--- src/sv/assert_macros.svh ---
// Concurrent assertion helpers; empty when SYNTHESIS is defined.
`ifndef ASSERT_MACROS_SVH
`define ASSERT_MACROS_SVH
`ifndef SYNTHESIS
`define ASSERT_ALWAYS(name, clk, rst, cond, msg) \
   name: assert property (@(posedge clk) disable iff (rst) (cond)) else $error(msg);
`define ASSERT_IMPLY(name, clk, rst, ante, cons, msg) \
   name: assert property (@(posedge clk) disable iff (rst) (ante) |-> (cons)) else $error(msg);
`define ASSERT_NEXT(name, clk, rst, ante, cons, msg) \
   name: assert property (@(posedge clk) disable iff (rst) (ante) |=> (cons)) else $error(msg);
`else
`define ASSERT_ALWAYS(name, clk, rst, cond, msg)
`define ASSERT_IMPLY(name, clk, rst, ante, cons, msg)
`define ASSERT_NEXT(name, clk, rst, ante, cons, msg)
`endif
`endif

--- src/sv/bitp_pkg.sv ---
package bitp_pkg;

   localparam int STACK_DEPTH_DEFAULT = 32;

   localparam logic [7:0] CH_MINUS = 8'h2D;
   localparam logic [7:0] CH_AMP   = 8'h26;
   localparam logic [7:0] CH_BAR   = 8'h7C;
   localparam logic [7:0] CH_GT    = 8'h3E;
   localparam logic [7:0] CH_TILDE = 8'h7E;
   localparam logic [7:0] CH_LPAR  = 8'h28;
   localparam logic [7:0] CH_RPAR  = 8'h29;
   localparam logic [7:0] CH_SPACE = 8'h20;
   localparam logic [7:0] CH_ZERO  = 8'h30;
   localparam logic [7:0] CH_ONE   = 8'h31;
   localparam logic [7:0] CH_LA    = 8'h61;
   localparam logic [7:0] CH_LZ    = 8'h7A;
   localparam logic [7:0] CH_UA    = 8'h41;
   localparam logic [7:0] CH_UZ    = 8'h5A;
   localparam logic [7:0] CASE_DELTA = 8'h20;

   // stack codes, ordered by priority
   localparam logic [2:0] OPC_LPAR  = 3'd0;
   localparam logic [2:0] OPC_TILDE = 3'd1;
   localparam logic [2:0] OPC_GT    = 3'd2;
   localparam logic [2:0] OPC_BAR   = 3'd3;
   localparam logic [2:0] OPC_AMP   = 3'd4;
   localparam logic [2:0] OPC_MINUS = 3'd5;

   localparam logic [2:0] ERR_NONE     = 3'd0;
   localparam logic [2:0] ERR_NO_OPEN  = 3'd1;
   localparam logic [2:0] ERR_UNCLOSED = 3'd2;
   localparam logic [2:0] ERR_UNKNOWN  = 3'd3;
   localparam logic [2:0] ERR_OVERFLOW = 3'd4;

   localparam logic [2:0] CLS_SKIP = 3'd0;
   localparam logic [2:0] CLS_OPND = 3'd1;
   localparam logic [2:0] CLS_OP   = 3'd2;
   localparam logic [2:0] CLS_LPAR = 3'd3;
   localparam logic [2:0] CLS_RPAR = 3'd4;
   localparam logic [2:0] CLS_BAD  = 3'd5;

   localparam logic [1:0] SEL_CHAR = 2'd0;
   localparam logic [1:0] SEL_TOP  = 2'd1;
   localparam logic [1:0] SEL_ERR  = 2'd2;

   typedef struct packed {
      logic [7:0] token_out;
      logic       token_valid;
      logic [2:0] error_code;
   } bitp_tok_type;

   typedef struct packed {
      bitp_tok_type tok;
      logic         expr_done;
      logic         last_of_run;
   } bitp_rsp_type;

   typedef struct packed {
      logic       load;
      logic       emit;
      logic [1:0] emit_sel;
      logic [2:0] err_code;
      logic       err;
      logic       push;
      logic       push_lpar;
      logic       pop;
      logic       clr_drain;
      logic       finish;
   } bitp_cmd_type;

   typedef struct packed {
      logic [2:0] cls;
      logic       drain;
      logic       end_of_expr;
      logic       empty;
      logic       full;
      logic       top_is_lpar;
      logic       op_le_top;
      logic       pend_vld;
      logic       out_free;
   } bitp_status_type;

   function automatic logic [2:0] op_code(input logic [7:0] c);
      logic [2:0] r;
      case (c)
         CH_TILDE: r = OPC_TILDE;
         CH_GT:    r = OPC_GT;
         CH_BAR:   r = OPC_BAR;
         CH_AMP:   r = OPC_AMP;
         CH_MINUS: r = OPC_MINUS;
         default:  r = OPC_LPAR;
      endcase
      return r;
   endfunction

   function automatic logic [7:0] code_char(input logic [2:0] code);
      logic [7:0] r;
      case (code)
         OPC_TILDE: r = CH_TILDE;
         OPC_GT:    r = CH_GT;
         OPC_BAR:   r = CH_BAR;
         OPC_AMP:   r = CH_AMP;
         OPC_MINUS: r = CH_MINUS;
         default:   r = CH_LPAR;
      endcase
      return r;
   endfunction

   function automatic logic [2:0] classify(input logic [7:0] c);
      logic [2:0] r;
      if (c <= CH_SPACE) begin
         r = CLS_SKIP;
      end else if (c inside {[CH_LA:CH_LZ], [CH_UA:CH_UZ], CH_ZERO, CH_ONE}) begin
         r = CLS_OPND;
      end else if (op_code(c) != OPC_LPAR) begin
         r = CLS_OP;
      end else if (c == CH_LPAR) begin
         r = CLS_LPAR;
      end else if (c == CH_RPAR) begin
         r = CLS_RPAR;
      end else begin
         r = CLS_BAD;
      end
      return r;
   endfunction

   function automatic logic [7:0] upcase(input logic [7:0] c);
      return (c inside {[CH_LA:CH_LZ]}) ? c - CASE_DELTA : c;
   endfunction

endpackage

--- src/sv/bitp_if.sv ---
interface bitp_req_if;
   logic       valid;
   logic       ready;
   logic [7:0] char_in;
   logic       end_of_expr;

   modport source (output valid, output char_in, output end_of_expr, input ready);
   modport sink (input valid, input char_in, input end_of_expr, output ready);
endinterface

interface bitp_rsp_if;
   logic       valid;
   logic       ready;
   logic [7:0] token_out;
   logic       token_valid;
   logic [2:0] error_code;
   logic       expr_done;
   logic       last_of_run;

   modport source (output valid, output token_out, output token_valid, output error_code,
                   output expr_done, output last_of_run, input ready);
   modport sink (input valid, input token_out, input token_valid, input error_code,
                 input expr_done, input last_of_run, output ready);
endinterface

--- src/sv/bitp_datapath.sv ---
`include "assert_macros.svh"

module bitp_datapath #(
   parameter int STACK_DEPTH = bitp_pkg::STACK_DEPTH_DEFAULT
) (
   input  logic                        clock,
   input  logic                        reset,
   input  logic [7:0]                  req_char_in,
   input  logic                        req_end_of_expr,
   input  bitp_pkg::bitp_cmd_type      cmd,
   output bitp_pkg::bitp_status_type   status,
   output logic                        rsp_valid,
   input  logic                        rsp_ready,
   output bitp_pkg::bitp_rsp_type      rsp_data
);

   localparam int CNT_W  = $clog2(STACK_DEPTH + 1);
   localparam int ADDR_W = $clog2(STACK_DEPTH);

   logic [CNT_W-1:0]       count_ff, count_in;
   logic                   drain_ff, drain_in;
   logic                   end_ff, end_in;
   logic [2:0]             op_ff, op_in;
   logic [2:0]             top_ff;
   bitp_pkg::bitp_tok_type pend_ff, pend_in;
   logic                   pend_vld_ff, pend_vld_in;
   bitp_pkg::bitp_rsp_type out_ff, out_in;
   logic                   out_vld_ff, out_vld_in;

   logic [2:0]             stack_mem [STACK_DEPTH];

   logic                   cur_end;
   logic                   out_free;
   bitp_pkg::bitp_tok_type new_tok;
   logic [2:0]             wr_code;
   logic [ADDR_W-1:0]      wr_addr;
   logic [ADDR_W-1:0]      rd_addr;

   assign cur_end  = cmd.load ? req_end_of_expr : end_ff;
   assign out_free = !out_vld_ff || rsp_ready;
   assign wr_code  = cmd.push_lpar ? bitp_pkg::OPC_LPAR : op_ff;
   assign wr_addr  = count_ff[ADDR_W-1:0];
   assign rd_addr  = ADDR_W'(count_in - CNT_W'(1));

   always_comb begin
      new_tok = '0;
      case (cmd.emit_sel)
         bitp_pkg::SEL_CHAR: begin
            new_tok.token_out   = bitp_pkg::upcase(req_char_in);
            new_tok.token_valid = 1'b1;
         end
         bitp_pkg::SEL_TOP: begin
            new_tok.token_out   = bitp_pkg::code_char(top_ff);
            new_tok.token_valid = 1'b1;
         end
         bitp_pkg::SEL_ERR: begin
            new_tok.error_code = cmd.err_code;
         end
         default: begin
            new_tok = '0;
         end
      endcase
   end

   always_comb begin
      count_in    = count_ff;
      drain_in    = drain_ff;
      end_in      = end_ff;
      op_in       = op_ff;
      pend_in     = pend_ff;
      pend_vld_in = pend_vld_ff;
      out_in      = out_ff;
      out_vld_in  = out_vld_ff && !rsp_ready;

      if (cmd.load) begin
         end_in = req_end_of_expr;
         op_in  = bitp_pkg::op_code(req_char_in);
      end

      // a new result pushes the held one out; last flag is known only at finish
      if (cmd.emit) begin
         if (pend_vld_ff) begin
            out_in     = '{tok: pend_ff, expr_done: 1'b0, last_of_run: 1'b0};
            out_vld_in = 1'b1;
         end
         pend_in     = new_tok;
         pend_vld_in = 1'b1;
      end

      if (cmd.finish) begin
         out_vld_in  = 1'b1;
         pend_vld_in = 1'b0;
         if (pend_vld_ff) begin
            out_in = '{tok: pend_ff, expr_done: end_ff, last_of_run: 1'b1};
         end else begin
            out_in = '{tok: '0, expr_done: 1'b1, last_of_run: 1'b1};
         end
         if (end_ff) begin
            count_in = '0;
         end
      end

      if (cmd.push) begin
         count_in = count_ff + CNT_W'(1);
      end
      if (cmd.pop) begin
         count_in = count_ff - CNT_W'(1);
      end
      if (cmd.err) begin
         count_in = '0;
         drain_in = !cur_end;
      end
      if (cmd.clr_drain) begin
         count_in = '0;
         drain_in = 1'b0;
      end
   end

   always_ff @(posedge clock) begin
      if (reset) begin
         count_ff    <= '0;
         drain_ff    <= 1'b0;
         pend_vld_ff <= 1'b0;
         out_vld_ff  <= 1'b0;
      end else begin
         count_ff    <= count_in;
         drain_ff    <= drain_in;
         pend_vld_ff <= pend_vld_in;
         out_vld_ff  <= out_vld_in;
      end
   end

   always_ff @(posedge clock) begin
      end_ff  <= end_in;
      op_ff   <= op_in;
      pend_ff <= pend_in;
      out_ff  <= out_in;
   end

   // stack memory; top_ff tracks the entry at count - 1
   always_ff @(posedge clock) begin
      if (cmd.push) begin
         stack_mem[wr_addr] <= wr_code;
      end
      if (count_in != '0) begin
         top_ff <= cmd.push ? wr_code : stack_mem[rd_addr];
      end
   end

   assign status = '{
      cls:         bitp_pkg::classify(req_char_in),
      drain:       drain_ff,
      end_of_expr: cur_end,
      empty:       count_ff == '0,
      full:        count_ff == CNT_W'(STACK_DEPTH),
      top_is_lpar: top_ff == bitp_pkg::OPC_LPAR,
      op_le_top:   op_ff <= top_ff,
      pend_vld:    pend_vld_ff,
      out_free:    out_free
   };

   assign rsp_valid = out_vld_ff;
   assign rsp_data  = out_ff;

   `ASSERT_IMPLY(a_emit_room, clock, reset, cmd.emit && pend_vld_ff, out_free, "emit overruns output")
   `ASSERT_IMPLY(a_finish_has_item, clock, reset, cmd.finish, pend_vld_ff || end_ff, "finish with nothing")
   `ASSERT_IMPLY(a_push_room, clock, reset, cmd.push, count_ff < CNT_W'(STACK_DEPTH), "push on full stack")
   `ASSERT_IMPLY(a_pop_nonempty, clock, reset, cmd.pop, count_ff != '0, "pop on empty stack")
   `ASSERT_NEXT(a_end_clears, clock, reset, cmd.finish && end_ff, count_ff == '0, "stack kept after end")

endmodule

--- src/sv/bitp_ctrl.sv ---
module bitp_ctrl (
   input  logic                        clock,
   input  logic                        reset,
   input  logic                        req_valid,
   output logic                        req_ready,
   input  bitp_pkg::bitp_status_type   status,
   output bitp_pkg::bitp_cmd_type      cmd
);

   localparam logic [2:0] S_IDLE  = 3'd0;
   localparam logic [2:0] S_OPPOP = 3'd1;
   localparam logic [2:0] S_RPAR  = 3'd2;
   localparam logic [2:0] S_FLUSH = 3'd3;
   localparam logic [2:0] S_DONE  = 3'd4;

   logic [2:0] state_ff, state_in;
   logic       emit_ok;
   logic [2:0] after_item;

   assign emit_ok    = !status.pend_vld || status.out_free;
   assign after_item = status.end_of_expr ? S_FLUSH : (status.pend_vld ? S_DONE : S_IDLE);

   always_comb begin
      cmd       = '0;
      state_in  = state_ff;
      req_ready = 1'b0;
      case (state_ff)
         S_IDLE: begin
            req_ready = 1'b1;
            if (req_valid) begin
               cmd.load = 1'b1;
               if (status.drain) begin
                  if (status.end_of_expr) begin
                     cmd.clr_drain = 1'b1;
                     state_in      = S_DONE;
                  end
               end else begin
                  case (status.cls)
                     bitp_pkg::CLS_SKIP: begin
                        state_in = status.end_of_expr ? S_FLUSH : S_IDLE;
                     end
                     bitp_pkg::CLS_OPND: begin
                        cmd.emit     = 1'b1;
                        cmd.emit_sel = bitp_pkg::SEL_CHAR;
                        state_in     = status.end_of_expr ? S_FLUSH : S_DONE;
                     end
                     bitp_pkg::CLS_OP: begin
                        state_in = S_OPPOP;
                     end
                     bitp_pkg::CLS_LPAR: begin
                        if (status.full) begin
                           cmd.emit     = 1'b1;
                           cmd.emit_sel = bitp_pkg::SEL_ERR;
                           cmd.err_code = bitp_pkg::ERR_OVERFLOW;
                           cmd.err      = 1'b1;
                           state_in     = S_DONE;
                        end else begin
                           cmd.push      = 1'b1;
                           cmd.push_lpar = 1'b1;
                           state_in      = status.end_of_expr ? S_FLUSH : S_IDLE;
                        end
                     end
                     bitp_pkg::CLS_RPAR: begin
                        state_in = S_RPAR;
                     end
                     default: begin
                        cmd.emit     = 1'b1;
                        cmd.emit_sel = bitp_pkg::SEL_ERR;
                        cmd.err_code = bitp_pkg::ERR_UNKNOWN;
                        cmd.err      = 1'b1;
                        state_in     = S_DONE;
                     end
                  endcase
               end
            end
         end
         S_OPPOP: begin
            if (!status.empty && !status.top_is_lpar && status.op_le_top) begin
               if (emit_ok) begin
                  cmd.emit     = 1'b1;
                  cmd.emit_sel = bitp_pkg::SEL_TOP;
                  cmd.pop      = 1'b1;
               end
            end else if (status.full) begin
               if (emit_ok) begin
                  cmd.emit     = 1'b1;
                  cmd.emit_sel = bitp_pkg::SEL_ERR;
                  cmd.err_code = bitp_pkg::ERR_OVERFLOW;
                  cmd.err      = 1'b1;
                  state_in     = S_DONE;
               end
            end else begin
               cmd.push = 1'b1;
               state_in = after_item;
            end
         end
         S_RPAR: begin
            if (status.empty) begin
               if (emit_ok) begin
                  cmd.emit     = 1'b1;
                  cmd.emit_sel = bitp_pkg::SEL_ERR;
                  cmd.err_code = bitp_pkg::ERR_NO_OPEN;
                  cmd.err      = 1'b1;
                  state_in     = S_DONE;
               end
            end else if (status.top_is_lpar) begin
               cmd.pop  = 1'b1;
               state_in = after_item;
            end else if (emit_ok) begin
               cmd.emit     = 1'b1;
               cmd.emit_sel = bitp_pkg::SEL_TOP;
               cmd.pop      = 1'b1;
            end
         end
         S_FLUSH: begin
            if (status.empty) begin
               state_in = S_DONE;
            end else if (status.top_is_lpar) begin
               if (emit_ok) begin
                  cmd.emit     = 1'b1;
                  cmd.emit_sel = bitp_pkg::SEL_ERR;
                  cmd.err_code = bitp_pkg::ERR_UNCLOSED;
                  cmd.err      = 1'b1;
                  state_in     = S_DONE;
               end
            end else if (emit_ok) begin
               cmd.emit     = 1'b1;
               cmd.emit_sel = bitp_pkg::SEL_TOP;
               cmd.pop      = 1'b1;
            end
         end
         S_DONE: begin
            if (status.out_free) begin
               cmd.finish = 1'b1;
               state_in   = S_IDLE;
            end
         end
         default: begin
            state_in = S_IDLE;
         end
      endcase
   end

   always_ff @(posedge clock) begin
      if (reset) begin
         state_ff <= S_IDLE;
      end else begin
         state_ff <= state_in;
      end
   end

endmodule

--- src/sv/boolean_infix_to_postfix.sv ---
// Infix to postfix converter, one byte per item.
// An item is accepted in IDLE; OPPOP or RPAR pops operators from the stack one by one and
// then evaluates the operator or ')', and DONE hands over its last result. A new byte is
// taken only in IDLE, after the last item; pops and results wait while the output is held.
// A result is held until the next result or the finish sets its last flag, then goes to rsp.
// Synchronous reset empties the stack count and clears draining; stack contents are kept.
module boolean_infix_to_postfix #(
   parameter int STACK_DEPTH = bitp_pkg::STACK_DEPTH_DEFAULT
) (
   input logic        clock,
   input logic        reset,
   bitp_req_if.sink   req_if,
   bitp_rsp_if.source rsp_if
);

   bitp_pkg::bitp_cmd_type    cmd;
   bitp_pkg::bitp_status_type status;
   bitp_pkg::bitp_rsp_type    rsp_data;
   logic                      rsp_valid;

   bitp_ctrl u_ctrl (
      .clock     (clock),
      .reset     (reset),
      .req_valid (req_if.valid),
      .req_ready (req_if.ready),
      .status    (status),
      .cmd       (cmd)
   );

   bitp_datapath #(
      .STACK_DEPTH (STACK_DEPTH)
   ) u_datapath (
      .clock           (clock),
      .reset           (reset),
      .req_char_in     (req_if.char_in),
      .req_end_of_expr (req_if.end_of_expr),
      .cmd             (cmd),
      .status          (status),
      .rsp_valid       (rsp_valid),
      .rsp_ready       (rsp_if.ready),
      .rsp_data        (rsp_data)
   );

   assign rsp_if.valid       = rsp_valid;
   assign rsp_if.token_out   = rsp_data.tok.token_out;
   assign rsp_if.token_valid = rsp_data.tok.token_valid;
   assign rsp_if.error_code  = rsp_data.tok.error_code;
   assign rsp_if.expr_done   = rsp_data.expr_done;
   assign rsp_if.last_of_run = rsp_data.last_of_run;

endmodule
--- src/flat_wrapper.sv ---
// flat-port wrapper written by rule: the top's interface ports become plain ports
module boolean_infix_to_postfix_flat 
#(
   parameter int STACK_DEPTH = bitp_pkg::STACK_DEPTH_DEFAULT
)
  (clock, reset, req_if_valid, req_if_char_in, req_if_end_of_expr, req_if_ready, rsp_if_valid, rsp_if_token_out, rsp_if_token_valid, rsp_if_error_code, rsp_if_expr_done, rsp_if_last_of_run, rsp_if_ready);
  bitp_req_if req_if_i ();
  bitp_rsp_if rsp_if_i ();
  input logic clock;
  input logic reset;
  input wire logic [$bits(req_if_i.valid)-1:0] req_if_valid;
  input wire logic [$bits(req_if_i.char_in)-1:0] req_if_char_in;
  input wire logic [$bits(req_if_i.end_of_expr)-1:0] req_if_end_of_expr;
  output wire logic [$bits(req_if_i.ready)-1:0] req_if_ready;
  output wire logic [$bits(rsp_if_i.valid)-1:0] rsp_if_valid;
  output wire logic [$bits(rsp_if_i.token_out)-1:0] rsp_if_token_out;
  output wire logic [$bits(rsp_if_i.token_valid)-1:0] rsp_if_token_valid;
  output wire logic [$bits(rsp_if_i.error_code)-1:0] rsp_if_error_code;
  output wire logic [$bits(rsp_if_i.expr_done)-1:0] rsp_if_expr_done;
  output wire logic [$bits(rsp_if_i.last_of_run)-1:0] rsp_if_last_of_run;
  input wire logic [$bits(rsp_if_i.ready)-1:0] rsp_if_ready;
  assign req_if_i.valid = req_if_valid;
  assign req_if_i.char_in = req_if_char_in;
  assign req_if_i.end_of_expr = req_if_end_of_expr;
  assign req_if_ready = req_if_i.ready;
  assign rsp_if_valid = rsp_if_i.valid;
  assign rsp_if_token_out = rsp_if_i.token_out;
  assign rsp_if_token_valid = rsp_if_i.token_valid;
  assign rsp_if_error_code = rsp_if_i.error_code;
  assign rsp_if_expr_done = rsp_if_i.expr_done;
  assign rsp_if_last_of_run = rsp_if_i.last_of_run;
  assign rsp_if_i.ready = rsp_if_ready;
  boolean_infix_to_postfix #(.STACK_DEPTH(STACK_DEPTH)) u_core (.clock(clock), .reset(reset), .req_if(req_if_i), .rsp_if(rsp_if_i));
endmodule
--- config.mk ---
export PLATFORM = sky130hd
export DESIGN_NAME = boolean_infix_to_postfix_flat
export DESIGN_NICKNAME = d
export VERILOG_FILES = /design/src/sv/bitp_pkg.sv /design/src/sv/bitp_if.sv /design/src/sv/bitp_datapath.sv /design/src/sv/bitp_ctrl.sv /design/src/sv/boolean_infix_to_postfix.sv /design/src/flat_wrapper.sv
export VERILOG_INCLUDE_DIRS = /design/src /design/src/sv
export SDC_FILE = /design/constraint.sdc
export NUM_CORES = 1
export LEC_CHECK = 0
export ABC_AREA = 0
export BUFFER_PORTS_ARGS = -buffer_cell sky130_fd_sc_hd__buf_2
export CORE_UTILIZATION = 25
export DETAILED_ROUTE_END_ITERATION = 8
export PLACE_DENSITY = 0.4
export SKIP_CTS_REPAIR_TIMING = 1
export SYNTH_ARGS = -nofsm -noshare
export SYNTH_HDL_FRONTEND = slang
export SYNTH_SLANG_ARGS = --single-unit
--- constraint.sdc ---
create_clock -name clock -period 11 [get_ports clock]
set_clock_uncertainty 0.2 [all_clocks]
set_input_delay 0 -clock clock [delete_from_list [all_inputs] [get_ports clock]]
set_output_delay 0 -clock clock [all_outputs]
set_load 0.01 [all_outputs]
Word level (Yosys, flattened, before mapping)
Memories as Yosys holds them, arrays and structs flattened. A register that Yosys moved wholly into a read port is not among the register bits.
Index checks and enable logic that the tools add are counted.
- reductions and logical operators: 29
- eq/ne operators: 31
- $lt $le $gt $ge: 6
- $add $sub $neg: 4
- mux-type cells: 85
- operator list (cell ; count):
    two-way mux 3 bit ; 27
    equality test 8 x 6 -> 1 bit (second input constant) ; 7
    two-way mux 14 bit ; 4
    one-hot mux 3 bit (5 select lines) ; 3
    two-way mux 7 bit ; 6
    two-way mux 6 bit ; 6
    one-hot mux 7 bit (5 select lines) ; 1
    one-hot mux 7 bit (4 select lines) ; 1
    two-way mux 1 bit ; 23
    equality test 3 x 2 -> 1 bit (second input constant) ; 6
    one-hot mux 9 bit (2 select lines) ; 1
    equality test 8 x 7 -> 1 bit (second input constant) ; 2
    >= comparator 8 x 7 -> 1 bit (second input constant) ; 2
    <= comparator 8 x 7 -> 1 bit (second input constant) ; 2
    equality test 3 bit (second input constant) ; 4
    two-way mux 10 bit ; 1
    equality test 3 x 1 -> 1 bit (second input constant) ; 3
    zero test 3 bit ; 3
    two-way mux 9 bit ; 1
    != test 3 bit (second input constant) ; 3
    one-hot mux 3 bit (3 select lines) ; 1
    <= comparator 8 x 6 -> 1 bit (second input constant) ; 1
    two-way mux 4 bit ; 2
    two-way mux 8 bit ; 1
    other kinds (28) ; 44
- output and inout port bits: 16
- memories: 1
- logic and storage cells: 171
- register bits: 42
- bits in writable memories: 96
- memory list (name ; depth ; width ; read ports ; clocked after Yosys merged registers in ; wr ports ; RTL line ; source):
    u_core.u_datapath.stack_mem ; 32 ; 3 ; 1 ; 1 ; 1 ; bitp_datapath.sv:30 ; logic [2:0] stack_mem [STACK_DEPTH];

Longest topological paths before layout
Gate-level depths: netlist of the first run.
- depth after elaboration: 22
- mapped depth: 20
- mapped depth without buffers: 16

Modules after synthesis
Synthesis of the first run repeated with hierarchy kept, for this count alone.
- cells, all modules: 582
- area total of the unflattened synthesis: 7253.2 um^2
- by module, submodules not included (module ; times used ; cells an instance ; area an instance (um^2)):
    bitp_datapath ; 1 ; 482 ; 6590.1
    bitp_ctrl ; 1 ; 100 ; 663.1

Least setup slack after synthesis of the first run
Ideal clock, no wire load.
- path type: reg2reg
- from: register u_core.u_datapath.count_ff[0]
- to: register u_core.u_datapath.top_ff[0] (read register of u_core.u_datapath.stack_mem) (data pin)
- arrival: 4847 ps
- clock period less this slack: 5313 ps
- cell stages (with the launch flop): 20
- data required time: 10535 ps
- slack: 5687 ps
- cell sequence: dfxtp_1 -> inv_1 -> ha_1 -> or3b_4 -> nor3b_4 -> nor2_2 -> o2bb2ai_2 -> clkbuf_1 -> or3_1 -> a21o_1 -> clkbuf_1 -> buf_2 -> ha_1 -> clkbuf_1 -> clkbuf_1 -> mux4_2 -> mux2i_1 -> mux2i_1 -> mux2i_1 -> a21oi_1
- cells in the longest elaborated chain, start to end: 11
- elaborated cells between the ends (all ways): 32
- classes of those cells: 3 x add/sub; 1 x eq/ne; 23 x mux; 5 x reduce/logical
- RTL lines (element ; RTL line ; source):
    start, declared ; bitp_datapath.sv:20 ; logic [CNT_W-1:0] count_ff, count_in;
    start signal, assigned ; bitp_datapath.sv:126 ; count_ff <= count_in;
    equality test 6 bit / zero test 6 bit (equally long branches) ; bitp_datapath.sv:155, bitp_datapath.sv:154 ;
    two-way mux 2 bit / zero test 1 bit (equally long branches) ; bitp_ctrl.sv:51, bitp_ctrl.sv:78 ;
    two-way mux 2 bit / logical AND 1 bit (equally long branches) ; bitp_ctrl.sv:38, bitp_ctrl.sv:78 ;
    two-way mux 9 bit / logical AND 1 bit (equally long branches) ; bitp_ctrl.sv:32, bitp_ctrl.sv:78 ;
    two-way mux 10 bit / two-way mux 5 bit (equally long branches) ; bitp_ctrl.sv:30, bitp_ctrl.sv:78 ;
    one-hot mux 1 bit (2 select lines) ; bitp_ctrl.sv:27 ; case (state_ff)
    two-way mux 6 bit ; bitp_datapath.sv:103 ; if (cmd.push) begin
    two-way mux 6 bit ; bitp_datapath.sv:106 ; if (cmd.pop) begin
    two-way mux 6 bit (*) ; bitp_datapath.sv:109 ; if (cmd.err) begin
    two-way mux 6 bit (*) ; bitp_datapath.sv:113 ; if (cmd.clr_drain) begin
    subtractor 5 x 1 -> 5 bit / nonzero test 6 bit (equally long branches) ; bitp_datapath.sv:43, bitp_datapath.sv:145 ;
    end, declared ; bitp_datapath.sv:24 ; logic [2:0] top_ff;
Every way passes the cells marked *; elsewhere a longest branch is shown, timed or not.
A chain may end at the register's enable or synchronous reset.

Final worst setup path of the first run
- from: register u_core.u_datapath.top_ff[1] (read register of u_core.u_datapath.stack_mem)
- to: register u_core.u_datapath.top_ff[0] (read register of u_core.u_datapath.stack_mem) (data pin)
- cells in the longest elaborated chain, start to end: 11
- elaborated cells between the ends (all ways): 22
- classes of those cells: 1 x add/sub; 1 x order compare; 15 x mux; 5 x reduce/logical
- RTL lines (element ; RTL line):
    branches (longest 8 deep; another with <= comparator 3 bit) ; -
    two-way mux 6 bit (*) ; bitp_datapath.sv:109
    two-way mux 6 bit (*) ; bitp_datapath.sv:113
    subtractor 5 x 1 -> 5 bit / nonzero test 6 bit (equally long branches) ; bitp_datapath.sv:43, bitp_datapath.sv:145
Mark *: on every way between the ends.

==> results of run 1 <==
flip-flops by register name (all words and copies together), names as in the netlist:
name,count
u_core.u_ctrl.state_ff,3
u_core.u_datapath.pend_ff,12
u_core.u_datapath.top_ff,3
u_core.u_datapath.stack_mem,96
u_core.u_datapath.rsp_valid,1
u_core.u_datapath.pend_vld_ff,1
u_core.u_datapath.op_ff,3
u_core.u_datapath.drain_ff,1
u_core.u_datapath.count_ff,6
u_core.u_datapath.end_ff,1
u_core.u_datapath.rsp_data,14
logic make-up after synthesis:
logic type / Yosys count / synth area share (%)
simple gates: 192 / 15.0
flops: 141 / 58.1
xor+xnor: 9 / 1.12
compound gates: 98 / 9.88
fa+ha+maj: 13 / 2.30
mux: 46 / 10.8
buf+inv: 49 / 2.82
final cells by class:
cell class,instances,area [µm²],area share [%]
clock buffers,17,425,5.10
inverters,21,78.8,0.944
multi-input cells,358,2780,33.3
flip-flops and latches,141,4100,49.2
clock inverters,15,146,1.75
well taps,378,473,5.67
repair buffers,50,343,4.11
layout by cell type, fill, tap and decap left out, types with 5 or more instances in the layout:
cell type,n
a21oi_1,29
and2_1,20
and3_1,5
buf_2,28
buf_4,7
clkbuf_16,17
dfxtp_1,13
dlygate4sd3_1,15
edfxtp_1,128
ha_1,13
inv_1,20
inv_8,6
mux2i_1,21
mux4_2,24
nand2_1,28
nand3_1,8
nand3b_1,9
nor2_1,62
nor3_1,13
nor3b_1,5
nor4_1,9
o21ai_0,16
xnor2_1,6
synth_stat cells, types with 3 or more instances:
library cell	instances	area share, %
mux2i_1	21	3.0
nand3b_1	9	0.96
clkbuf_1	21	1.1
nand4_1	4	0.35
a31oi_1	5	0.44
a211o_1	3	0.37
or3_1	4	0.35
nand3_1	8	0.57
nor2_1	62	3.3
nand2_1	28	1.5
and2_1	20	1.8
nor4_1	9	0.80
nand2b_1	3	0.27
nor3_1	13	0.92
nor2b_1	4	0.35
a32oi_1	3	0.37
edfxtp_1	128	54
buf_2	6	0.43
nor3b_1	5	0.53
dfxtp_1	13	3.7
a211oi_1	3	0.32
and3_1	5	0.44
o22ai_1	4	0.35
ha_1	13	2.3
o21ai_0	16	1.1
a311oi_1	4	0.50
inv_1	20	1.1
a21oi_1	29	2.1
xnor2_1	7	0.87
mux4_2	24	7.7
tightest hold or removal path: cells and delay by family:
kind,cells,cell delay [ns]
buffers and inverters,1,0.17
AND/OR/NAND/NOR,1,0.09
AO/OA/AOI/OAI,2,0.25
worst paths after layout:
path	from	cells after the start	endpoint	slack [ns]
setup / recovery	u_core.u_datapath.top_ff[1]	14	u_core.u_datapath.top_ff[0]	4.98
hold / removal	req_if_char_in[6]	4	u_core.u_datapath.pend_ff[9]	0.02
setup reg to reg	u_core.u_datapath.top_ff[1]	14	u_core.u_datapath.top_ff[0]	4.98
hold reg to reg	u_core.u_datapath.pend_ff[6]	1	u_core.u_datapath.rsp_data[8]	0.31
power by group through the flow:
stage                     clock network [mW]  logic [mW]  registers, mW
final                                  0.556        1.38          0.803
after global routing                   0.590        1.51          0.811
after CTS                              0.572        1.40          0.802
after detailed placement                   0        1.40          0.813
after global placement                     0        1.38          0.813
after floorplan                            0        1.06          0.796
per-stage QoR:
step / instances / worst slack [ns]
after floorplan: 548 / 5.69
final: 980 / 4.98
after detailed placement: 933 / 4.90
after CTS: 965 / 4.89
after global routing: 980 / 4.52
after global placement: 933 / 5.00
routing by layer:
metal / GRT usage [%] / share of wire, % / up-vias
met1: 16.6 / 46 / 2322
met4: 4.78 / 1.9 / 0
met5: 0 / 0 / -
met3: 2.70 / 4.0 / 19
met2: 21.1 / 48 / 125
li1: - / - / 2207
==> impl_metrics.toml, run 1 <==
[synthesis]
synth_edf_count = 128
synth_ff_type = "edfxtp_1"
synth_cell_types = 73
ys_seq_area_share_pct = 58.1
synth-seq-cells = 141
async_flop_share_pct = 0
synth_area_um2 = 7070
synth_warnings = 0
synth_cells = 548
syn_avg_cell_area_um2 = 12.9
synthesis.nets = 574

[power_and_ir_drop]
p_sw_mw = 1.09
p_sw_share_pct = 39.8
ir_worst_vdd_v = 0.000200
p_per_area_nw_per_um2 = 328
p_leak_nw = 2.75
pwr-share-seq_pct = 29.3
finalPower_mw = 2.74
power.internal_mw = 1.65
combPwrFrac_pct = 50.4
clockPowerShare_pct = 20.3

[worst_setup_path]
worst-path-buf-inv = 2
slowest_stage = "ha_1"
cp-end-kind = "flip-flop"
cp.required_ns = 10.96
max_stage_delay_ns = 1.02
path_max_fanout = 26
path_cells = "inv_1 > ha_1 > and3_1 > nor4_1 > nor2_1 > or3_1 > a21o_1 > ha_1 > buf_4 > mux4_2 > mux2i_1 > mux2i_1 > mux2i_1 > a21oi_1"
setup.worst_path.start_class = "flip-flop"
cpMostUsedCell = "mux2i_1"
critPathTopFamily = "simple AND/OR/NAND/NOR gates"
crit_arrival_ns = 5.98
crit_type = "reg2reg"

[global_route]
grt_pass1_wl_um = 27600
grt_antenna_before_repair = 0
grt_pass1_vias = 4700
grt_usage_pct = 12.9
overflow = 0
grt_start_max_net_pins = 34

[cts]
clkSlewWorstSetupHoldPaths_ns = 0.07
cts_root_buffer = "clkbuf_16"
clock_path_buffers = 2
htree_levels = 4
numCtsBuffers = 17
cts_sinks = 141
tritoncts = "built"
clk-insertion-delay-late_ns = 0.42

[layout]
diodes = 0
fillers = 2825
final_area_um2 = 8350
final_util_pct = 30.0
synthToLayoutAreaGrowth_pct = 18.1
fin_nets = 615
final_layout_size_suffix_gt1_share_pct = 18.6

[place]
io_buffers = 28
place.gp.congestion = 0.846
placed_cell_area_um2 = 7620
hpwl_um = 12100

[sta]
post-route-period-util_pct = 54.7
tightest_slew_ns = 1.15
finalSetupTns_ns = 0
period_needed_ns = 6.02
max_freq_mhz = 166
setup_viol = 0
slew_headroom_pct = 22.8
report.final.slew_viol_count = 0
rsz0062_at_grt = "no"
finalHoldWorstSlack_ns = 0.0155
hold_viol = 0

[die]
fp.dieH_um = 170
io_pins = 29
die_area_um2 = 28900
die_width_um = 170
num_rows = 61
core_area_um2 = 27800
start_util_pct = 25.4

[drt]
drt_wl_total_um = 17800
drc_errors = 0
ant_nets = 0
via_per_inst = 4.77
wl_per_cell_um = 18.1
firstDrtPassIters = 5
drtIter0Drc = 267
vias = 4673

[job]
drv_cap = 0

[run_status]
outcome = "finished clean"

[min_path]
hold_class = "in2reg"
No activity file was read; power rests on OpenSTA's default activity.
==> run 2, diff against run 1 <==
==> constraint.sdc (replaced) <==
create_clock -name clock -period 5.7 [get_ports clock]
set_clock_uncertainty 0.2 [all_clocks]
set_input_delay 0 -clock clock [delete_from_list [all_inputs] [get_ports clock]]
set_output_delay 0 -clock clock [all_outputs]
set_load 0.01 [all_outputs]
==> impl_metrics.toml, run 2 (synthesis gave the netlist of run 1 again) <==
[layout]
registers.top_by_ff_count = "u_core.u_datapath.stack_mem"
fin_cells = 987
synthToLayoutAreaGrowth_pct = 19.6
regArea_um2 = 4100
fin_nets = 622
fillers = 2827
mostFrequentLayoutCells = "edfxtp_1 (128), nor2_1 (62), a21oi_1 (29)"
multiInputGateArea_um2 = 2780
final_layout_size_suffix_gt1_share_pct = 19.7
final_area_um2 = 8450
diodes = 0
final_common_cell = "edfxtp_1"
largest_reg_flops = 96

[sta]
hold_viol = 0
tightest_slew_ns = 1.19
period_needed_ns = 5.22
finalHoldWorstSlack_ns = 0.00434
finalSetupTns_ns = 0
rsz0062_at_grt = "no"
post-route-period-util_pct = 91.5
setup_viol = 0
max_freq_mhz = 192
report.final.slew_viol_count = 0
slew_headroom_pct = 20.4

[die]
core_area_um2 = 27800
die_area_um2 = 28900
start_util_pct = 25.4
num_rows = 61
fp.dieH_um = 170
die_width_um = 170
io_pins = 29

[global_route]
overflow = 0
grt_pass1_wl_um = 27600
grt_start_max_net_pins = 34
grt_antenna_before_repair = 0
grt_usage_pct = 12.9
grt_pass1_vias = 4786

[drt]
via_per_inst = 4.78
ant_nets = 0
firstDrtPassIters = 4
vias = 4722
drtIter0Drc = 296
wl_per_cell_um = 18.1
drc_errors = 0
drt_wl_total_um = 17800

[cts]
clkSlewWorstSetupHoldPaths_ns = 0.07
htree_levels = 4
cts_sinks = 141
tritoncts = "built"
clock_path_buffers = 2
cts_root_buffer = "clkbuf_16"
numCtsBuffers = 17
clk-insertion-delay-late_ns = 0.43

[place]
hpwl_um = 12200
io_buffers = 28
place.gp.congestion = 0.844
placed_cells = 940
placed_cell_area_um2 = 7680

[worst_setup_path]
crit_type = "reg2reg"
crit_arrival_ns = 5.28
path_max_fanout = 13
cp-end-kind = "flip-flop"
setup.worst_path.start_class = "flip-flop"
cp.required_ns = 5.76

[power_and_ir_drop]
ir_worst_vdd_v = 0.000369
p_leak_nw = 2.81
p_per_area_nw_per_um2 = 640
finalPower_mw = 5.40

[run_status]
outcome = "finished clean"

[job]
drv_cap = 0

[min_path]
hold_class = "in2reg"
## run 2: layout make-up
class                      count  share of cell area, %
clock buffer                  17                   5.04
clock inverter                15                   2.30
inverter                      21                  0.933
multi-input combinational    358                   32.9
sequential                   141                   48.6
tap                          378                   5.60
timing repair buffer          57                   4.68
## run 2: report_power, final
part / switching [mW] / internal, mW
clock network: 0.532 / 0.599
logic: 1.54 / 1.20
registers: 0.108 / 1.42
total: 2.18 / 3.22
## run 2: worst max-delay path, cell delays in order, from the launching register on
cell      delay (ns)
dfxtp_1         0.38
inv_1           0.18
ha_1            0.28
or3b_4          0.43
o311ai_0        0.50
a21oi_1         0.18
a311oi_1        0.22
o21ai_0         0.13
buf_4           0.20
a211o_1         0.26
ha_1            0.30
xnor2_2         0.85
xor2_1          0.20
nand3_1         0.15
or3_4           0.43
a21oi_1         0.17
## run 2: metal layers
layer,GRT usage (%),part of all wire [%]
met1,16.2,45
met2,21.4,48
met3,3.07,4.1
met4,5.37,2.5
met5,0,0
## run 2: final timing paths
check | start | to | slack, ns | cells past startpoint
max | u_core.u_datapath.count_ff[0] | u_core.u_datapath.top_ff[1] | 0.48 | 15
max reg2reg | u_core.u_datapath.count_ff[0] | u_core.u_datapath.top_ff[1] | 0.48 | 15
min reg2reg | u_core.u_datapath.pend_ff[3] | u_core.u_datapath.rsp_data[5] | 0.31 | 1
min | req_if_char_in[6] | u_core.u_datapath.pend_ff[9] | 0.004 | 4
## run 2: through the flow
stage          utilization, %  setup slack [ns]
2_1_floorplan               -             0.387
3_3_place_gp             27.6             0.629
3_5_place_dp             27.6             0.583
4_1_cts                  29.9             0.552
5_1_grt                  30.4             0.167
6_report                 30.4             0.483
